## src/hdl/vector_length_normalize_unit_assert.svh

```systemverilog
// Assertion macros for the vector length and normalize unit.
// Clock is clock, reset is reset (synchronous, active high).
`ifndef VECTOR_LENGTH_NORMALIZE_UNIT_ASSERT_SVH
`define VECTOR_LENGTH_NORMALIZE_UNIT_ASSERT_SVH

// Consequent holds in the same cycle as the antecedent.
`define VLN_ASSERT_SAME(lbl, ante, cons) \
   lbl: assert property (@(posedge clock) disable iff (reset) (ante) |-> (cons)) \
      else $error("assertion failed");

// Consequent holds in the cycle after the antecedent.
`define VLN_ASSERT_NEXT(lbl, ante, cons) \
   lbl: assert property (@(posedge clock) disable iff (reset) (ante) |=> (cons)) \
      else $error("assertion failed");

`endif

```

## src/hdl/vln_pkg.sv

```systemverilog
// ----------------------------------------------------------------------------
// vln_pkg
// Types and constants shared by the vector length and normalize unit.
// ----------------------------------------------------------------------------
package vln_pkg;

   localparam int DIV_W     = 32;
   localparam int UNIT_FRAC = 14;
   localparam logic [15:0] UNIT_ONE = 16'd16384;
   localparam logic [15:0] TOL_RESET = 16'd839;

   typedef struct packed {
      logic               func;
      logic signed [15:0] comp_x;
      logic signed [15:0] comp_y;
      logic signed [15:0] comp_z;
   } req_type;

   typedef struct packed {
      logic [15:0]        magnitude;
      logic signed [15:0] unit_x;
      logic signed [15:0] unit_y;
      logic signed [15:0] unit_z;
      logic               zero_vector;
      logic               no_converge;
   } rsp_type;

   typedef struct packed {
      logic busy;
      logic done;
   } div_stat_type;

   typedef enum logic [3:0] {
      ST_IDLE,
      ST_SQ_MUL,
      ST_SQ_ACC,
      ST_NEWT_GO,
      ST_NEWT_WAIT,
      ST_NEWT_MUL,
      ST_NEWT_CHK,
      ST_UNIT_GO,
      ST_UNIT_WAIT,
      ST_FINISH
   } vln_state_type;

endpackage

```

## src/hdl/vln_div.sv

```systemverilog
// ----------------------------------------------------------------------------
// vln_div
// Restoring unsigned divider, one quotient bit per cycle.
// ----------------------------------------------------------------------------
module vln_div
   import vln_pkg::*;
(
   input  logic               clock,
   input  logic               reset,
   input  logic               start,
   input  logic [DIV_W-1:0]   dividend,
   input  logic [DIV_W-1:0]   divisor,
   output logic [DIV_W-1:0]   quotient,
   output div_stat_type       status
);

   localparam int CW = $clog2(DIV_W);

   logic [DIV_W-1:0] rem_ff;
   logic [DIV_W-1:0] quo_ff;
   logic [DIV_W-1:0] dsr_ff;
   logic [CW-1:0]    cnt_ff;
   logic             busy_ff;
   logic             done_ff;
   logic [DIV_W:0]   rem_sh;
   logic [DIV_W:0]   rem_in;
   logic             ge;

   always_comb begin
      rem_sh = {rem_ff, quo_ff[DIV_W-1]};
      ge     = rem_sh >= {1'b0, dsr_ff};
      rem_in = ge ? (rem_sh - {1'b0, dsr_ff}) : rem_sh;
   end

   always_ff @(posedge clock) begin
      if (reset) begin
         busy_ff <= 1'b0;
         done_ff <= 1'b0;
         cnt_ff  <= '0;
      end else begin
         done_ff <= 1'b0;
         if (start) begin
            busy_ff <= 1'b1;
            cnt_ff  <= '0;
         end else if (busy_ff) begin
            cnt_ff <= cnt_ff + 1'b1;
            if (cnt_ff == CW'(DIV_W - 1)) begin
               busy_ff <= 1'b0;
               done_ff <= 1'b1;
            end
         end
      end
   end

   always_ff @(posedge clock) begin
      if (start) begin
         rem_ff <= '0;
         quo_ff <= dividend;
         dsr_ff <= divisor;
      end else if (busy_ff) begin
         rem_ff <= rem_in[DIV_W-1:0];
         quo_ff <= {quo_ff[DIV_W-2:0], ge};
      end
   end

   // a zero divisor yields a zero quotient
   assign quotient = (dsr_ff == '0) ? '0 : quo_ff;
   assign status   = '{busy: busy_ff, done: done_ff};

endmodule

```

## src/hdl/vector_length_normalize_unit.sv

```systemverilog
// ----------------------------------------------------------------------------
// vector_length_normalize_unit
// Length and normalize of a signed Q4.12 3-vector by Newton square root.
// ----------------------------------------------------------------------------
// One item at a time. The squared length (Q8.24) is formed through one
// shared multiplier, then each Newton step x = (x + s/x)/2 runs as one
// divider start, a bit-serial division, an update once the division is
// done, one square and one tolerance check. Up to MAX_ITERATIONS steps
// run. A normalize item that is not a zero vector then runs the three
// component divisions in the same divider. The divider therefore sets how
// long an item takes; the result is then loaded into the result register.
// req_ready is high only while idle, so the next item is taken at the
// earliest in the cycle after the result is loaded; a finished item waits
// in the result register while the next item is taken. The tolerance
// register may be written at any time the unit is idle and is read live.
// ----------------------------------------------------------------------------
module vector_length_normalize_unit
   import vln_pkg::*;
#(
   parameter int MAX_ITERATIONS = 32,
   parameter int FRACTION_BITS  = 12
)(
   input  logic        clock,
   input  logic        reset,
   input  logic        req_valid,
   output logic        req_ready,
   input  req_type     req_item,
   output logic        rsp_valid,
   input  logic        rsp_ready,
   output rsp_type     rsp_item,
   input  logic        csr_valid,
   output logic        csr_ready,
   input  logic [15:0] csr_data
);

   localparam int IW = (MAX_ITERATIONS > 1) ? $clog2(MAX_ITERATIONS) : 1;

   vln_state_type state_ff, state_in;

   logic [15:0]        tol_ff;
   req_type            req_ff;
   logic [31:0]        s_ff;
   logic [31:0]        r_ff;
   logic [63:0]        prod_ff;
   logic [IW-1:0]      iter_ff;
   logic [1:0]         step_ff;
   logic               met_ff;
   logic               zero_ff;
   logic signed [15:0] unit_ff [3];
   rsp_type            rsp_ff;
   logic               rsp_valid_ff;

   // datapath helpers
   logic signed [15:0] comp_sel;
   logic [15:0]        comp_abs;
   logic [31:0]        mul_a;
   logic [63:0]        diff;
   logic               met_now;
   logic               last_iter;
   logic               do_norm;
   logic [32:0]        r_sum;
   logic [31:0]        unit_q;
   logic [15:0]        unit_sat;
   logic [15:0]        mag_sat;

   // result checks
   logic               rsp_units_zero;
   logic               rsp_unit_x_ok;

   // divider hookup
   logic               div_start;
   logic [31:0]        div_dividend;
   logic [31:0]        div_quotient;
   div_stat_type       div_stat;

   // tolerance register, always writable
   assign csr_ready = 1'b1;
   always_ff @(posedge clock) begin
      if (reset) begin
         tol_ff <= TOL_RESET;
      end else if (csr_valid) begin
         tol_ff <= csr_data;
      end
   end

   // pick the component the current step works on
   always_comb begin
      unique case (step_ff)
         2'd0:    comp_sel = req_ff.comp_x;
         2'd1:    comp_sel = req_ff.comp_y;
         default: comp_sel = req_ff.comp_z;
      endcase
      comp_abs = comp_sel[15] ? 16'(-comp_sel) : comp_sel;
   end

   always_comb begin
      diff      = (prod_ff > {32'd0, s_ff}) ? (prod_ff - {32'd0, s_ff})
                                            : ({32'd0, s_ff} - prod_ff);
      met_now   = diff < {48'd0, tol_ff};
      last_iter = iter_ff == IW'(MAX_ITERATIONS - 1);
      do_norm   = req_ff.func && !zero_ff;
      r_sum     = {1'b0, r_ff} + {1'b0, div_quotient};
      unit_q    = div_quotient;
      unit_sat  = (unit_q > {16'd0, UNIT_ONE}) ? UNIT_ONE : unit_q[15:0];
      mag_sat   = (r_ff[31:16] != 16'd0) ? 16'hFFFF : r_ff[15:0];
   end

   // next state
   always_comb begin
      state_in = state_ff;
      unique case (state_ff)
         ST_IDLE:      if (req_valid) state_in = ST_SQ_MUL;
         ST_SQ_MUL:    state_in = ST_SQ_ACC;
         ST_SQ_ACC:    state_in = (step_ff == 2'd2) ? ST_NEWT_GO : ST_SQ_MUL;
         ST_NEWT_GO:   state_in = ST_NEWT_WAIT;
         ST_NEWT_WAIT: if (div_stat.done) state_in = ST_NEWT_MUL;
         ST_NEWT_MUL:  state_in = ST_NEWT_CHK;
         ST_NEWT_CHK: begin
            if (met_now || last_iter) begin
               state_in = do_norm ? ST_UNIT_GO : ST_FINISH;
            end else begin
               state_in = ST_NEWT_GO;
            end
         end
         ST_UNIT_GO:   state_in = ST_UNIT_WAIT;
         ST_UNIT_WAIT: begin
            if (div_stat.done) begin
               state_in = (step_ff == 2'd2) ? ST_FINISH : ST_UNIT_GO;
            end
         end
         ST_FINISH:    if (!rsp_valid_ff || rsp_ready) state_in = ST_IDLE;
         default:      state_in = ST_IDLE;
      endcase
   end

   // control outputs
   always_comb begin
      req_ready    = state_ff == ST_IDLE;
      div_start    = (state_ff == ST_NEWT_GO) || (state_ff == ST_UNIT_GO);
      div_dividend = (state_ff == ST_UNIT_GO) ? {2'b00, comp_abs, 14'd0} : s_ff;
      mul_a        = (state_ff == ST_NEWT_MUL) ? r_ff : {16'd0, comp_abs};
   end

   always_ff @(posedge clock) begin
      if (reset) begin
         state_ff <= ST_IDLE;
      end else begin
         state_ff <= state_in;
      end
   end

   // datapath: hold the item, accumulate, iterate
   always_ff @(posedge clock) begin
      unique case (state_ff)
         ST_IDLE: begin
            req_ff     <= req_item;
            s_ff       <= '0;
            r_ff       <= 32'd1 << FRACTION_BITS;
            iter_ff    <= '0;
            step_ff    <= '0;
            met_ff     <= 1'b0;
            unit_ff[0] <= '0;
            unit_ff[1] <= '0;
            unit_ff[2] <= '0;
         end
         ST_SQ_MUL:  prod_ff <= mul_a * mul_a;
         ST_SQ_ACC: begin
            s_ff    <= s_ff + prod_ff[31:0];
            step_ff <= (step_ff == 2'd2) ? 2'd0 : step_ff + 2'd1;
         end
         ST_NEWT_GO: begin
            // squared length is final by now
            zero_ff <= s_ff < {16'd0, tol_ff};
         end
         ST_NEWT_WAIT: if (div_stat.done) r_ff <= r_sum[32:1];
         ST_NEWT_MUL:  prod_ff <= mul_a * mul_a;
         ST_NEWT_CHK: begin
            met_ff  <= met_now;
            iter_ff <= iter_ff + 1'b1;
         end
         ST_UNIT_WAIT: begin
            if (div_stat.done) begin
               unit_ff[step_ff] <= comp_sel[15] ? 16'(-unit_sat) : unit_sat;
               step_ff          <= step_ff + 2'd1;
            end
         end
         default: ;
      endcase
   end

   // result register, frees the datapath from the consumer
   always_ff @(posedge clock) begin
      if (reset) begin
         rsp_valid_ff <= 1'b0;
      end else if (state_ff == ST_FINISH && (!rsp_valid_ff || rsp_ready)) begin
         rsp_valid_ff <= 1'b1;
      end else if (rsp_ready) begin
         rsp_valid_ff <= 1'b0;
      end
   end

   always_ff @(posedge clock) begin
      if (state_ff == ST_FINISH && (!rsp_valid_ff || rsp_ready)) begin
         rsp_ff.magnitude   <= mag_sat;
         rsp_ff.unit_x      <= unit_ff[0];
         rsp_ff.unit_y      <= unit_ff[1];
         rsp_ff.unit_z      <= unit_ff[2];
         rsp_ff.zero_vector <= zero_ff;
         rsp_ff.no_converge <= !met_ff;
      end
   end

   assign rsp_valid = rsp_valid_ff;
   assign rsp_item  = rsp_ff;

   vln_div u_div (
      .clock    (clock),
      .reset    (reset),
      .start    (div_start),
      .dividend (div_dividend),
      .divisor  (r_ff),
      .quotient (div_quotient),
      .status   (div_stat)
   );

   assign rsp_units_zero = rsp_item.unit_x == 16'sd0 && rsp_item.unit_y == 16'sd0
                           && rsp_item.unit_z == 16'sd0;
   assign rsp_unit_x_ok  = rsp_item.unit_x >= -16'sd16384 && rsp_item.unit_x <= 16'sd16384;

`include "vector_length_normalize_unit_assert.svh"

   // zero vector gives zero unit components
   `VLN_ASSERT_SAME(a_zero_units, rsp_valid && rsp_item.zero_vector, rsp_units_zero)
   // the divider is never restarted mid-division
   `VLN_ASSERT_SAME(a_div_free, div_start, !div_stat.busy)
   // an accepted item makes the unit busy
   `VLN_ASSERT_NEXT(a_busy_after_accept, req_valid && req_ready, !req_ready)
   // the x unit component never exceeds one in magnitude
   `VLN_ASSERT_SAME(a_unit_range, rsp_valid, rsp_unit_x_ok)

endmodule
```

## config.mk

```make
export PLATFORM = sky130hd
export DESIGN_NAME = vector_length_normalize_unit
export DESIGN_NICKNAME = d
export VERILOG_FILES = /design/src/hdl/vln_pkg.sv /design/src/hdl/vln_div.sv /design/src/hdl/vector_length_normalize_unit.sv
export VERILOG_INCLUDE_DIRS = /design/src /design/src/hdl
export SDC_FILE = /design/constraint.sdc
export NUM_CORES = 2
export LEC_CHECK = 0
export ABC_AREA = 1
export BUFFER_PORTS_ARGS = -buffer_cell sky130_fd_sc_hd__buf_2
export CORE_UTILIZATION = 50
export DETAILED_ROUTE_END_ITERATION = 10
export PLACE_DENSITY_LB_ADDON = 0.15
export SLEW_MARGIN = 10
export SYNTH_ARGS = -nofsm -noshare
export SYNTH_HDL_FRONTEND = slang
export SYNTH_SLANG_ARGS = --single-unit
```

## constraint.sdc

```tcl
create_clock -name clock -period 16.87 [get_ports clock]
set_clock_uncertainty 0.2 [all_clocks]
set_input_delay 2.5305 -clock clock [delete_from_list [all_inputs] [get_ports clock]]
set_output_delay 2.5305 -clock clock [all_outputs]
set_load 0.005 [all_outputs]
```

# Word level (Yosys, flattened, before mapping)
# Memory sizes are Yosys's and may differ from the RTL's. A register that Yosys moved wholly into a read port is not among the register bits.
# Cells that the tools add are included.
# W data, S select, Z words.
# classes
addsub,10
multipliers,1
order_cmp,5
eq_ne,17
muxes,42
n_bitwise,1
reduce_logical,25
# ops
cell,n
$mux W32,7
$pmux W32 S2,2
$gt A64 B32 Y1,1
$lt A64 B16 Y1,1
$mul A32 B32 Y64,1
$mux W16,4
$mux W64,1
$sub A32 B64 Y64,1
$sub A64 B32 Y64,1
$pmux W4 S10,1
$add A32 B32 Y33,1
$ge A33 B32 Y1,1
$add A32 B32 Y32,1
$gt A32 B15 Y1 const B,1
$logic_not A32 Y1,1
$lt A32 B16 Y1,1
$neg A16 Y16,2
$pmux W16 S2,1
$sub A32 B32 Y32,1
$mux W4,7
$eq A4 B3 Y1 const B,4
$reduce_bool A16 Y1,1
$reduce_or A16 Y1,1
$mux W1,12
26 further kinds,46
# word_totals
register_bits,328
mem_bits_rw,48
output_inout_bits,69
wordCells,125
mem_count,1
# mem_list
name,depth,width,read_ports,rd_ports_with_merged_regs,write_ports,line_no,rtl
unit_ff,3,16,3,3,3,vector_length_normalize_unit.sv:49,logic signed [15:0] unit_ff [3];

# Logic depth before layout (Yosys ltp)
# logic_depth
ltp_word,7
ltp_mapped,49

# By module
# Synthesis repeated with hierarchy kept, for this count alone.
# hier_totals
cells_unflattened,7492
hier_area_um2,59160.5
# modules_own_cells
module,n_inst,cells_each,area_per_inst_um2,seq_area_each_um2
vector_length_normalize_unit,1,6455,52074.9,9399.0
vln_div,1,1037,7085.5,2702.6

# Worst setup path after synthesis
# No wires, ideal clock.
# synth_path
kind,in2reg
start,in rsp_ready
end,"reg rsp_ff (netlist bit rsp_item[0]), enable pin"
setup_ps,656
t_arrival_ps,8892
required_time_ps,16014
setup_slack_ps,7122
path_stages,2
path_buffers,0
path_cell_list,nor2_1 -> nor4_1
# synth_between
elab_chain_len,2
# synth_lines
element,line_no,rtl
from (decl),vector_length_normalize_unit.sv:29,"input logic rsp_ready,"
$logic_or A1 B1 Y1,vector_length_normalize_unit.sv:203,if (state_ff == ST_FINISH && (!rsp_valid_ff || rsp_ready)) begin
$logic_and A1 B1 Y1,vector_length_normalize_unit.sv:203,
to (decl),vector_length_normalize_unit.sv:50,rsp_type rsp_ff;
# No other way between the ends.
# A chain may end at the register's enable or synchronous reset.

# Final worst setup path
# layout_path
start,reg step_ff[0]
end,reg prod_ff[60] (data pin)
# layout_between
elab_chain_len,6
word_cells_on_any_way,7
classes_between,add/sub (1); mul (1); eq/ne (1); mux (3); reduce/logical (1)
# layout_lines
element,line_no,rtl
from (decl),vector_length_normalize_unit.sv:46,logic [1:0] step_ff;
from (signal assigned),vector_length_normalize_unit.sv:169,step_ff <= (step_ff == 2'd2) ? 2'd0 : step_ff + 2'd1;
from (signal assigned),vector_length_normalize_unit.sv:184,step_ff <= step_ff + 2'd1;
$eq A2 B1 Y1 or $logic_not A2 Y1 (tied branches),vector_length_normalize_unit.sv:88,unique case (step_ff)
$pmux W16 S2 (*),vector_length_normalize_unit.sv:88,
$neg A16 Y16,vector_length_normalize_unit.sv:93,comp_abs = comp_sel[15] ? 16'(-comp_sel) : comp_sel;
$mux W16 (*),vector_length_normalize_unit.sv:93,
$mux W32 (*),vector_length_normalize_unit.sv:141,"mul_a = (state_ff == ST_NEWT_MUL) ? r_ff : {16'd0, comp_abs};"
$mul A32 B32 Y64 (*),"vector_length_normalize_unit.sv:166, vector_length_normalize_unit.sv:176",
to (signal assigned),vector_length_normalize_unit.sv:166,ST_SQ_MUL: prod_ff <= mul_a * mul_a;
to (signal assigned),vector_length_normalize_unit.sv:176,ST_NEWT_MUL: prod_ff <= mul_a * mul_a;
to (decl),vector_length_normalize_unit.sv:44,logic [63:0] prod_ff;
# Every way passes the cells marked *; elsewhere a longest branch is shown, timed or not.

==> metrics.cfg <==
[outcome]
status = finished, final reports clean

[yosys]
netlist_area_sq_um = 58400
synth_most_common_cell = inv_1
seq_area_frac_synth_pct = 20.7
synthTopCellsByArea = fa_1 (28%), edfxtp_1 (19%), inv_1 (11%)
synthTopCellsByCount = inv_1 (1748), nand2_1 (1405), nor2_1 (841), fa_1 (805), ha_1 (470)
synth_top_area_share_pct = 27.6
synth_edf_count = 363
synth_top_area_cell = fa_1
synth_nets = 8588
synth_flop_cell = edfxtp_1
synth_cells = 7243
yosysUniqueCellTypes = 65
syn_avg_cell_area_sq_um = 8.07
ys_seq_elements = 423
ys_warn_count = 0
synthArstFlopShare_pct = 0

[die]
std_cell_rows = 125
core_area_sq_um = 116000
die_h_um = 344
start_util_pct = 50.4
ios = 139
fp.dieArea_sq_um = 118000
die_w_um = 344

[routing]
routedWlPerCell_um = 22.3
via_per_inst = 5.42
drc = 0
drt_pre_antenna_iters = 8
routed_wl_mm = 199
ant_nets = 0
vias = 48300
dr.first_iter.drc_count = 4431

[job]
maxCapViolCount = 0

[sta]
slew_headroom_pct = 8.63
slew_violations = 0
timing.final.ws_setup_ns = 5.51
max_freq_mhz = 88.0
tns_ns = 0
setup_viol = 0
worst_pin_slew_ns = 1.36
period_share_pct = 67.4
hold_viol = 0
fin_crit_ns = 11.36
rsz0062_at_grt = false

[critical_path]
slowest_stage = inv_1
cp.arrival_ns = 11.48
start_kind = flop
critPathKind = reg2reg
endpoint_kind = flop
critPathMaxStageDelay_ns = 0.61
cp_max_fo = 25
cp_data_required_time_ns = 16.99

[min_path]
worstHoldPathType = reg2reg

[placed_design]
placed_area_sq_um = 60800
pre_cts_slack_ns = 5.65
port_buffers = 137
gp_congestion = 0.995
hpwl_mm = 168

[clock_network]
cts_tree = done
cts_resized = 0
insertion_delay_ns = 0.63
cts_root_buffer = clkbuf_16
cts.sinks = 423
htree_levels = 2
cts_setup_buffers = 0
numCtsBuffers = 48
clockBufferDepth = 3
holdBufCountCts = 0
clkTransAtPathRegs_ns = 0.06

[cells_and_area]
fin_nets = 8694
final_cell_area_sq_um = 62500
drive_gt1_share_pct = 5.45
final_core_util_pct = 53.9
areaGrowthSynthToFinish_pct = 6.96
nFillCells = 11300

[global_routing]
grt_pass1_wl_mm = 301
grt_pass1_vias = 49700
grt_max_degree = 68
grt_antenna_before_repair = 5
overflow = 0
grt_usage_pct = 34.3

[registers in the layout, summed over array words and instances (netlist names), 2 cells and up]
| signal | cells |
|---|---|
| prod_ff | 63 |
| rsp_item | 66 |
| u_div.quo_ff | 32 |
| u_div.dsr_ff | 32 |
| step_ff | 2 |
| u_div.rem_ff | 32 |
| r_ff | 32 |
| iter_ff | 5 |
| s_ff | 32 |
| tol_ff | 16 |
| req_ff | 49 |
| u_div.cnt_ff | 5 |
| state_ff | 4 |
| unit_ff | 48 |
[critical path, delay by kind of cell (launching register included)]
| family | cells | cell delay, ns |
|---|---|---|
| buffers and inverters | 10 | 1.61 |
| xor gates and xnor gates | 2 | 0.37 |
| DFF | 1 | 0.37 |
| and+or+nand+nor | 5 | 1.11 |
| adders and majority gates | 10 | 4.72 |
| AOI/OAI and AO/OA | 11 | 2.65 |
[worst paths after layout]
path	startpoint	endpoint	slack (ns)	depth (start not counted)
worst max-delay path	step_ff[0]	prod_ff[60]	5.51	38
worst min-delay path	unit_ff[2][11]	rsp_item[13]	0.22	0
worst max register to register	step_ff[0]	prod_ff[60]	5.51	38
worst min register to register	unit_ff[2][11]	rsp_item[13]	0.22	0
[per-stage QoR]
step / hold slack [ns] / std cells
3_5_place_dp: 0.205 / 8823
3_3_place_gp: 0.200 / 8823
4_1_cts: 0.217 / 8912
5_1_grt: 0.220 / 8913
6_report: 0.218 / 8913
2_1_floorplan: 0.200 / 7243
[layer usage]
layer	global-route usage, %	vias up	share of wire (%)
met2	55.1	1919	45
li1	-	22500	-
met3	6.72	425	8.8
met4	14.6	2	5.0
met1	45.4	23500	41
met5	0	-	0.0040
[placed cells by master, fill, tap and decap left out, types with 24 or more instances in the layout]
| cell type | instances |
|---|---|
| inv_1 | 1748 |
| nand2_1 | 1405 |
| nor2_1 | 838 |
| fa_1 | 805 |
| ha_1 | 470 |
| a21oi_1 | 382 |
| edfxtp_1 | 363 |
| o21ai_0 | 179 |
| nand3_1 | 175 |
| buf_2 | 137 |
| xor2_1 | 102 |
| buf_4 | 71 |
| dfxtp_1 | 60 |
| xnor2_1 | 53 |
| clkbuf_16 | 48 |
| nand4_1 | 45 |
| nor3_1 | 40 |
| a31oi_1 | 39 |
| o22ai_1 | 30 |
| nand2_2 | 24 |
[area by class of cell]
class	instances	area, sq um	share of cell area, %
multi-input combinational	4889	38900	62.3
timing repair buffer	208	1220	1.95
tap	1524	1910	3.05
antenna	1	2.50	0.00400
sequential	423	12100	19.4
inverter	1779	6680	10.7
clock inverter	32	412	0.658
clock buffer	57	1260	2.02
[cell families (layout without fill, tap and decap cells)]
| family | count (synthesis) | count (layout) | share of synthesized area [%] |
|---|---|---|---|
| AND/OR/NAND/NOR | 2618 | 2618 | 18.2 |
| buffers and inverters | 1931 | 2076 | 12.8 |
| adder cells (fa/ha/maj) | 1275 | 1275 | 37.6 |
| AO/OA/AOI/OAI | 840 | 840 | 8.41 |
| flip-flops | 423 | 423 | 20.7 |
| XOR/XNOR | 155 | 155 | 2.32 |
| other | 1 | 2 | 0.00642 |
Power is left out: the tool's default activity adds up to more than one toggle a clock period on the data nets, which glitch-free logic cannot reach.
